===== src/hw/rtl/iln_pkg.sv =====
// ----------------------------------------------------------------------------
// iln_pkg
// Shared types and constants of the identifier list normalizer.
// ----------------------------------------------------------------------------
package iln_pkg;

    // Longest name, in characters, and the width of the length counter
    localparam int MAX_NAME_LEN = 63;
    localparam int NAME_LEN_W   = $clog2(MAX_NAME_LEN + 1);

    // Depth of the work queue between front and back
    localparam int QUEUE_DEPTH  = 4;
    localparam int QPTR_W       = $clog2(QUEUE_DEPTH);
    localparam int QCNT_W       = $clog2(QUEUE_DEPTH + 1);

    // Characters with a role in the syntax
    localparam logic [7:0] CH_COMMA  = 8'h2C;
    localparam logic [7:0] CH_DQUOTE = 8'h22;
    localparam logic [7:0] CH_SQUOTE = 8'h27;
    localparam logic [7:0] CH_UNDER  = 8'h5F;
    localparam logic [7:0] CH_DOLLAR = 8'h24;

    typedef enum logic [2:0] {
        PH_EXPECT,
        PH_UNQUOTED,
        PH_QUOTED,
        PH_QPEND,
        PH_AFTER
    } phase_t;

    // Results caused by one input beat: an optional separating comma,
    // an optional name character, and an optional closing verdict.
    typedef struct packed {
        logic       emit_comma;
        logic       emit_char;
        logic [7:0] ch;
        logic       emit_done;
        logic       verdict;
    } iln_work_t;

    typedef struct packed {
        logic empty;
        logic full;
    } iln_qstat_t;

endpackage


===== src/hw/rtl/iln_front.sv =====
// ----------------------------------------------------------------------------
// iln_front
// Parser state machine: classify each byte and build a work entry.
// ----------------------------------------------------------------------------
module iln_front (
    input  logic              clk,
    input  logic              rst_n,
    input  logic              take,
    input  logic [7:0]        byte_value,
    input  logic              byte_present,
    input  logic              end_of_value,
    output logic              work_valid,
    output iln_pkg::iln_work_t work
);
    import iln_pkg::*;

    phase_t                phase_reg, phase_next, phase_mid;
    logic                  dq_reg, dq_next, dq_mid;
    logic [NAME_LEN_W-1:0] len_reg, len_next, len_mid;
    logic                  first_reg, first_next, first_mid;
    logic                  rej_reg, rej_next, rej_mid;

    logic       act;
    logic       is_space, is_alpha, is_ident, is_quote, is_start, is_q, len_full;
    logic [7:0] q_char;

    assign act      = byte_present && !rej_reg;
    assign is_space = byte_value inside {8'd32, [8'd9:8'd13]};
    assign is_alpha = byte_value inside {[8'd65:8'd90], [8'd97:8'd122]};
    assign is_ident = is_alpha || (byte_value inside {[8'd48:8'd57], CH_UNDER, CH_DOLLAR});
    assign is_quote = (byte_value == CH_SQUOTE) || (byte_value == CH_DQUOTE);
    assign is_start = is_quote || is_alpha || (byte_value inside {CH_UNDER, CH_DOLLAR});
    assign q_char   = dq_reg ? CH_DQUOTE : CH_SQUOTE;
    assign is_q     = (byte_value == q_char);
    assign len_full = (len_reg >= NAME_LEN_W'(MAX_NAME_LEN));

    // Next state
    always_comb
    begin
        phase_mid = phase_reg;
        dq_mid    = dq_reg;
        len_mid   = len_reg;
        first_mid = first_reg;
        rej_mid   = rej_reg;
        if (act)
        begin
            case (phase_reg)
                PH_EXPECT:
                begin
                    if (is_space)
                    begin
                        phase_mid = PH_EXPECT;
                    end
                    else if (is_start)
                    begin
                        first_mid = 1'b0;
                        if (is_quote)
                        begin
                            dq_mid    = (byte_value == CH_DQUOTE);
                            len_mid   = '0;
                            phase_mid = PH_QUOTED;
                        end
                        else
                        begin
                            len_mid   = NAME_LEN_W'(1);
                            phase_mid = PH_UNQUOTED;
                        end
                    end
                    else
                    begin
                        rej_mid = 1'b1;
                    end
                end
                PH_UNQUOTED:
                begin
                    if (byte_value == CH_COMMA)
                        phase_mid = PH_EXPECT;
                    else if (is_space)
                        phase_mid = PH_AFTER;
                    else if (is_ident && !len_full)
                        len_mid = len_reg + NAME_LEN_W'(1);
                    else
                        rej_mid = 1'b1;
                end
                PH_QUOTED:
                begin
                    if (is_q)
                        phase_mid = PH_QPEND;
                    else if (!len_full)
                        len_mid = len_reg + NAME_LEN_W'(1);
                    else
                        rej_mid = 1'b1;
                end
                PH_QPEND, PH_AFTER:
                begin
                    if ((phase_reg == PH_QPEND) && is_q)
                    begin
                        // doubled quote: one character of the name
                        phase_mid = PH_QUOTED;
                        if (!len_full)
                            len_mid = len_reg + NAME_LEN_W'(1);
                        else
                            rej_mid = 1'b1;
                    end
                    else if (is_space)
                        phase_mid = PH_AFTER;
                    else if (byte_value == CH_COMMA)
                        phase_mid = PH_EXPECT;
                    else
                        rej_mid = 1'b1;
                end
                default:
                begin
                    rej_mid = 1'b1;
                end
            endcase
        end

        if (end_of_value)
        begin
            phase_next = PH_EXPECT;
            dq_next    = 1'b0;
            len_next   = '0;
            first_next = 1'b1;
            rej_next   = 1'b0;
        end
        else
        begin
            phase_next = phase_mid;
            dq_next    = dq_mid;
            len_next   = len_mid;
            first_next = first_mid;
            rej_next   = rej_mid;
        end
    end

    // Outputs: the work entry of this beat
    always_comb
    begin
        work.emit_comma = 1'b0;
        work.emit_char  = 1'b0;
        work.ch         = byte_value;
        work.emit_done  = end_of_value;
        work.verdict    = !(rej_mid || (phase_mid == PH_QUOTED));
        if (act)
        begin
            case (phase_reg)
                PH_EXPECT:
                begin
                    if (!is_space && is_start)
                    begin
                        work.emit_comma = !first_reg;
                        work.emit_char  = 1'b1;
                    end
                end
                PH_UNQUOTED:
                begin
                    work.emit_char = (byte_value != CH_COMMA) && !is_space && is_ident
                                     && !len_full;
                end
                PH_QUOTED:
                begin
                    work.emit_char = is_q || !len_full;
                end
                PH_QPEND:
                begin
                    work.emit_char = is_q && !len_full;
                end
                default:
                begin
                    work.emit_char = 1'b0;
                end
            endcase
        end
        work_valid = work.emit_comma || work.emit_char || work.emit_done;
    end

    always_ff @(posedge clk or negedge rst_n)
    begin
        if (!rst_n)
        begin
            phase_reg <= PH_EXPECT;
            dq_reg    <= 1'b0;
            len_reg   <= '0;
            first_reg <= 1'b1;
            rej_reg   <= 1'b0;
        end
        else if (take)
        begin
            phase_reg <= phase_next;
            dq_reg    <= dq_next;
            len_reg   <= len_next;
            first_reg <= first_next;
            rej_reg   <= rej_next;
        end
    end

endmodule


===== src/hw/rtl/iln_queue.sv =====
// ----------------------------------------------------------------------------
// iln_queue
// Short work queue that decouples the parser from the result serializer.
// ----------------------------------------------------------------------------
module iln_queue (
    input  logic               clk,
    input  logic               rst_n,
    input  logic               wr_en,
    input  iln_pkg::iln_work_t wr_data,
    input  logic               rd_en,
    output iln_pkg::iln_work_t rd_data,
    output iln_pkg::iln_qstat_t stat
);
    import iln_pkg::*;

    iln_work_t         slot_reg [QUEUE_DEPTH];
    logic [QPTR_W-1:0] wr_ptr_reg, rd_ptr_reg;
    logic [QCNT_W-1:0] cnt_reg, cnt_next;
    logic              do_wr, do_rd;

    assign stat.empty = (cnt_reg == '0);
    assign stat.full  = (cnt_reg == QCNT_W'(QUEUE_DEPTH));
    assign do_wr      = wr_en && !stat.full;
    assign do_rd      = rd_en && !stat.empty;
    assign rd_data    = slot_reg[rd_ptr_reg];

    always_comb
    begin
        cnt_next = cnt_reg;
        if (do_wr && !do_rd)
            cnt_next = cnt_reg + QCNT_W'(1);
        else if (do_rd && !do_wr)
            cnt_next = cnt_reg - QCNT_W'(1);
    end

    always_ff @(posedge clk)
    begin
        if (do_wr)
            slot_reg[wr_ptr_reg] <= wr_data;
    end

    always_ff @(posedge clk or negedge rst_n)
    begin
        if (!rst_n)
        begin
            wr_ptr_reg <= '0;
            rd_ptr_reg <= '0;
            cnt_reg    <= '0;
        end
        else
        begin
            if (do_wr)
                wr_ptr_reg <= wr_ptr_reg + QPTR_W'(1);
            if (do_rd)
                rd_ptr_reg <= rd_ptr_reg + QPTR_W'(1);
            cnt_reg <= cnt_next;
        end
    end

endmodule


===== src/hw/rtl/iln_back.sv =====
// ----------------------------------------------------------------------------
// iln_back
// Result serializer: split each work entry into result beats.
// ----------------------------------------------------------------------------
module iln_back (
    input  logic               clk,
    input  logic               rst_n,
    input  logic               head_valid,
    input  iln_pkg::iln_work_t head,
    output logic               head_take,
    input  logic               pop,
    output logic               empty,
    output logic               char_present,
    output logic [7:0]         out_char,
    output logic               value_done,
    output logic               accepted,
    output logic               last_of_run
);
    import iln_pkg::*;

    // bit 0 comma, bit 1 character, bit 2 verdict
    logic [2:0] used_reg, used_next;
    logic [2:0] left, pick;
    logic       load, is_last;
    logic       out_valid_reg, out_valid_next;
    logic       present_reg, done_reg, acc_reg, last_reg;
    logic [7:0] char_reg;

    assign left    = {head.emit_done, head.emit_char, head.emit_comma} & ~used_reg;
    assign pick    = left & (~left + 3'd1);
    assign is_last = ((left & ~pick) == 3'd0);
    assign load    = head_valid && (!out_valid_reg || pop);
    assign head_take = load && is_last;

    always_comb
    begin
        used_next = used_reg;
        if (load)
            used_next = is_last ? 3'd0 : (used_reg | pick);
        out_valid_next = out_valid_reg;
        if (load)
            out_valid_next = 1'b1;
        else if (pop)
            out_valid_next = 1'b0;
    end

    always_ff @(posedge clk or negedge rst_n)
    begin
        if (!rst_n)
        begin
            used_reg      <= '0;
            out_valid_reg <= 1'b0;
        end
        else
        begin
            used_reg      <= used_next;
            out_valid_reg <= out_valid_next;
        end
    end

    // Result payload: hold until the next beat loads
    always_ff @(posedge clk)
    begin
        if (load)
        begin
            present_reg <= !pick[2];
            char_reg    <= pick[0] ? CH_COMMA : (pick[1] ? head.ch : 8'd0);
            done_reg    <= pick[2];
            acc_reg     <= pick[2] && head.verdict;
            last_reg    <= is_last;
        end
    end

    assign empty        = !out_valid_reg;
    assign char_present = present_reg;
    assign out_char     = char_reg;
    assign value_done   = done_reg;
    assign accepted     = acc_reg;
    assign last_of_run  = last_reg;

endmodule


===== src/hw/rtl/identifier_list_normalizer.sv =====
// ----------------------------------------------------------------------------
// identifier_list_normalizer
// Checks a comma-separated list of plain or quoted names and re-emits it
// without whitespace; the closing beat of each value carries the verdict.
// ----------------------------------------------------------------------------
//
//  Channel  | Handshake    | Beat contents
//  ---------+--------------+------------------------------------------------
//  input    | push / full  | byte_value, byte_present, end_of_value
//  result   | pop / empty  | char_present, out_char, value_done, accepted,
//           |              | last_of_run
//
// One input beat is taken every cycle while full is low; the parser updates
// its state in that same cycle. Each beat yields zero to three result beats,
// and the output register drains one result per cycle while pop is high,
// so sustained input rate is one beat per cycle whenever beats average one
// result or fewer; each result passes through work queue and output register.
// Reset (rst_n low) clears parser state, work queue and output register.
// A stalled consumer fills the four-entry work queue, then full rises.
module identifier_list_normalizer (
    input  logic       clk,
    input  logic       rst_n,
    input  logic       push,
    output logic       full,
    input  logic [7:0] byte_value,
    input  logic       byte_present,
    input  logic       end_of_value,
    input  logic       pop,
    output logic       empty,
    output logic       char_present,
    output logic [7:0] out_char,
    output logic       value_done,
    output logic       accepted,
    output logic       last_of_run
);
    import iln_pkg::*;

    logic       take;
    logic       work_valid;
    iln_work_t  work;
    iln_work_t  head;
    iln_qstat_t qstat;
    logic       head_take;

    // Accept a beat whenever the work queue has room
    assign full = qstat.full;
    assign take = push && !qstat.full;

    // Front: parse and classify
    iln_front u_front (
        .clk          (clk),
        .rst_n        (rst_n),
        .take         (take),
        .byte_value   (byte_value),
        .byte_present (byte_present),
        .end_of_value (end_of_value),
        .work_valid   (work_valid),
        .work         (work)
    );

    // Queue: hold work entries; beats that emit nothing are dropped here
    iln_queue u_queue (
        .clk     (clk),
        .rst_n   (rst_n),
        .wr_en   (take && work_valid),
        .wr_data (work),
        .rd_en   (head_take),
        .rd_data (head),
        .stat    (qstat)
    );

    // Back: serialize each entry into result beats
    iln_back u_back (
        .clk          (clk),
        .rst_n        (rst_n),
        .head_valid   (!qstat.empty),
        .head         (head),
        .head_take    (head_take),
        .pop          (pop),
        .empty        (empty),
        .char_present (char_present),
        .out_char     (out_char),
        .value_done   (value_done),
        .accepted     (accepted),
        .last_of_run  (last_of_run)
    );

endmodule


===== config.mk =====
export PLATFORM = sky130hd
export DESIGN_NAME = identifier_list_normalizer
export DESIGN_NICKNAME = d
export VERILOG_FILES = /design/src/hw/rtl/iln_pkg.sv /design/src/hw/rtl/iln_front.sv /design/src/hw/rtl/iln_queue.sv /design/src/hw/rtl/iln_back.sv /design/src/hw/rtl/identifier_list_normalizer.sv
export SDC_FILE = /design/constraint.sdc
export NUM_CORES = 1
export LEC_CHECK = 0
export ABC_AREA = 1
export BUFFER_PORTS_ARGS = -buffer_cell sky130_fd_sc_hd__buf_2
export CAP_MARGIN = 20
export CORE_ASPECT_RATIO = 1.25
export CORE_MARGIN = 3
export CORE_UTILIZATION = 50
export DETAILED_ROUTE_END_ITERATION = 12
export PLACE_DENSITY = 0.68
export SLEW_MARGIN = 5
export SYNTH_ARGS = -nofsm -noshare
export SYNTH_HDL_FRONTEND = slang
export SYNTH_SLANG_ARGS = --single-unit

===== constraint.sdc =====
create_clock -name clk -period 3 [get_ports clk]
set_clock_uncertainty 0.2 [all_clocks]
set_input_delay 0 -clock clk [delete_from_list [all_inputs] [get_ports clk]]
set_output_delay 0 -clock clk [all_outputs]
set_load 0.02 [all_outputs]

==> results.sh <==
export IMPL_multi_input_area_um2=1540
export IMPL_htreeDepth=3
export IMPL_synth_cell_area_um2=4100
export IMPL_antenna_found_initial=0
export IMPL_initial_core_util_pct=52.0
export IMPL_crit_chain="ha_2 > nand2_1 > nor2_2 > nand2_2 > nor2_4 > a21boi_1 > a21oi_1 > nand2_1 > nand2_1 > nand2_2 > nand2_4 > inv_1 > ha_1 > inv_1 > fa_1 > a21oi_1 > o21ai_1 > xor2_1"
export IMPL_synthMuxAreaShare_pct=0
export IMPL_die_w_um=87.0
export IMPL_synth_ff_type="edfxtp_1"
export IMPL_synthesis_nets=459
export IMPL_yosysWarnings=0
export IMPL_grt_total_usage_pct=19.7
export IMPL_max_slew_margin_pct=57.7
export IMPL_crit_path_max_incr_delay_ps=430
export IMPL_finalCoreUtilization_pct=61.7
export IMPL_synth_xor_area_share_pct=1.07
export IMPL_detail_route_iter0_violations=128
export IMPL_worstPathArrival_ps=2850
export IMPL_final_cells=601
export IMPL_worstPathRequired_ps=3040
export IMPL_layout_setup_ws_ps=185
export IMPL_cts_root_buf="clkbuf_8"
export IMPL_hold_class="in -> reg"
export IMPL_cts_buffers_inserted=9
export IMPL_power_leakage_nw=2.10
export IMPL_critPathMostFrequentCell="nand2_1"
export IMPL_hold_viol=0
export IMPL_clock_latency_ps=350
export IMPL_synth_edf_count=60
export IMPL_grt_pass1_vias=3091
export IMPL_crit_path_top_delay_cell="fa_1"
export IMPL_grt_ovfl_total=0
export IMPL_avgSynthCellArea_um2=9.37
export IMPL_rows=36
export IMPL_synthAdderAreaFrac_pct=2.32
export IMPL_slew_violations=0
export IMPL_start_kind="flip-flop"
export IMPL_fin_setup_tns_ps=0
export IMPL_first_pass_iters=5
export IMPL_avgViaCountPerCell=5.26
export IMPL_antenna_left=0
export IMPL_finalNetCount=522
export IMPL_ir_drop_v=0.000509
export IMPL_p_sw_share_pct=38.5
export IMPL_clock_sinks=83
export IMPL_clk_pin_slew_ps=80
export IMPL_dp_cells=564
export IMPL_synth_top_area_share_pct=43.9
export IMPL_pre_cts_ws_ps=118
export IMPL_areaGrowthSynthToFinish_pct=18.5
export IMPL_status="completed"
export IMPL_synth_ff_latch_count=83
export IMPL_period_minus_slack_ps=2810
export IMPL_ys_seq_area_share_pct=58.0
export IMPL_n_fill_cell=642
export IMPL_cap_violations=0
export IMPL_core_um2=7880
export IMPL_grt_start_max_net_pins=23
export IMPL_worst_pin_slew_ps=632
export IMPL_final_cell_mix="nand2_1, nor2_1, edfxtp_1"
export IMPL_ios=28
export IMPL_layout_commonest_cell="nand2_1"
export IMPL_fin_crit_sh_pct=93.8
export IMPL_p_switching_w=0.00157
export IMPL_setup_viol_count_final=0
export IMPL_routed_wl_um=8810
export IMPL_num_antenna_cells=0
export IMPL_drc=0
export IMPL_cts_buffer_depth=2
export IMPL_rsz0062_at_grt="yes"
export IMPL_drive_above_1_share_pct=20.4
export IMPL_syn_inst=438
export IMPL_ys_async_sr_fraction_pct=27.7
export IMPL_critPathBufInv=2
export IMPL_dp_hpwl_um=6080
export IMPL_p_comb_share_pct=40.7
export IMPL_fmax_mhz=355
export IMPL_synth_simple_gate_area_share_pct=22.6
export IMPL_critPathTopFamily="adder cells"
export IMPL_die_y_um=107
export IMPL_yosysTopAreaCell="edfxtp_1"
export IMPL_synth_compound_area_share_pct=10.5
export IMPL_largest_reg_flops=48
export IMPL_die_area_um2=9340
export IMPL_cp_end_kind="flip-flop"
export IMPL_p_int_w=0.00251
export IMPL_dr_total_vias=3164
export IMPL_place_port_buffers=27
export IMPL_whs_ps=224
export IMPL_place_congestion=0.910
export IMPL_cts_tree="built"
export IMPL_path_class="reg -> reg"
export IMPL_synth_top_family_by_area="simple AND/OR/NAND/NOR gates"
export IMPL_yosysUniqueCellTypes=39
export IMPL_clkPwrFrac_pct=18.4
export IMPL_p_seq_share_pct=40.9
export IMPL_synth_area_leaders="edfxtp_1, dfrtp_1, nand2_1"
export IMPL_seq_area_um2=2380
export IMPL_grt_pass1_wl_um=13900
export IMPL_wire_per_inst_um=14.7
export IMPL_powerDensity_nw_per_um2=840
export IMPL_cp_max_fo=7
## area by class of cell
cell class | count | share of cell area, %
clock buffer | 13 | 2.86
clock inverter | 3 | 0.798
inverter | 53 | 4.09
multi-input combinational | 295 | 31.8
sequential | 83 | 49.0
tap | 95 | 2.45
timing repair buffer | 59 | 9.09
## logic make-up after synthesis
| family | count (synthesis) |
|---|---|
| and+or+nand+nor | 212 |
| DFF | 83 |
| AOI/OAI and AO/OA | 71 |
| buffers and inverters | 60 |
| adders and majority gates | 7 |
| xor gates and xnor gates | 5 |
## tightest hold or removal path: stages
cell and delay, ps:
dlygate4sd3_1 540, buf_2 110, o21ai_0 80
## final timing paths
kind / startpoint / depth (start not counted) / slack [ps] / to
worst max-delay path: u_front.len_reg[0]$_DFFE_PN0P_ / 18 / 190 / u_queue.cnt_reg[2]$_DFFE_PN0P_
worst min-delay path: pop / 3 / 220 / u_back.out_valid_reg$_DFFE_PN0P_
min in group asynchronous: rst_n / 3 / 510 / u_front.first_reg$_DFFE_PN1P_
max in group asynchronous: rst_n / 5 / 1090 / u_front.phase_reg[1]$_DFFE_PN0P_
worst max register to register: u_front.len_reg[0]$_DFFE_PN0P_ / 18 / 190 / u_queue.cnt_reg[2]$_DFFE_PN0P_
worst min register to register: u_front.len_reg[3]$_DFFE_PN0P_ / 2 / 280 / u_front.len_reg[3]$_DFFE_PN0P_
## synth_stat cells, drive strengths merged, types with 2 or more instances
cell type  count
dfrtp         22
nor4           2
xor2           3
edfxtp        60
inv           53
xnor2          2
nor3           7
o21ai         35
nor2          73
nand3         28
o22ai          6
a32o           3
nand4          2
a21oi         19
clkbuf         4
a21boi         3
buf            3
ha             6
nand2        100
## through the flow
step,total power [W],area [µm²]
after floorplan,0.00281,4100
after global placement,0.00326,4420
after detailed placement,0.00330,4420
after CTS,0.00407,4740
after global routing,0.00436,4860
final,0.00408,4860
## power by group through the flow
| stage | Clock, W | Combinational [W] | Sequential (W) |
|---|---|---|---|
| 3_3_place_gp | 0 | 0.00157 | 0.00169 |
| 4_1_cts | 0.000770 | 0.00163 | 0.00167 |
| 6_report | 0.000750 | 0.00166 | 0.00167 |
| 5_1_grt | 0.000808 | 0.00185 | 0.00170 |
| 2_1_floorplan | 0 | 0.00104 | 0.00177 |
| 3_5_place_dp | 0 | 0.00161 | 0.00169 |
## timing repair
| item | CTS | global route |
|---|---|---|
| resized for setup | 0 | 17 |
| hold buffers | 15 | 0 |
| hold endpoints to repair | 84 | 0 |
| endpoints found under the setup margin | 0 | 2 |
| setup buffers | 0 | 1 |
## layer usage
layer  wire length (µm)  vias up  global-route usage, %
met5                  0        -                      0
met4                272        0                   10.2
met3                384       19                   3.75
met2               4650       79                   35.4
met1               3510     1465                   21.6
li1                   -     1601                      -
(Power assumes the default switching activity.)
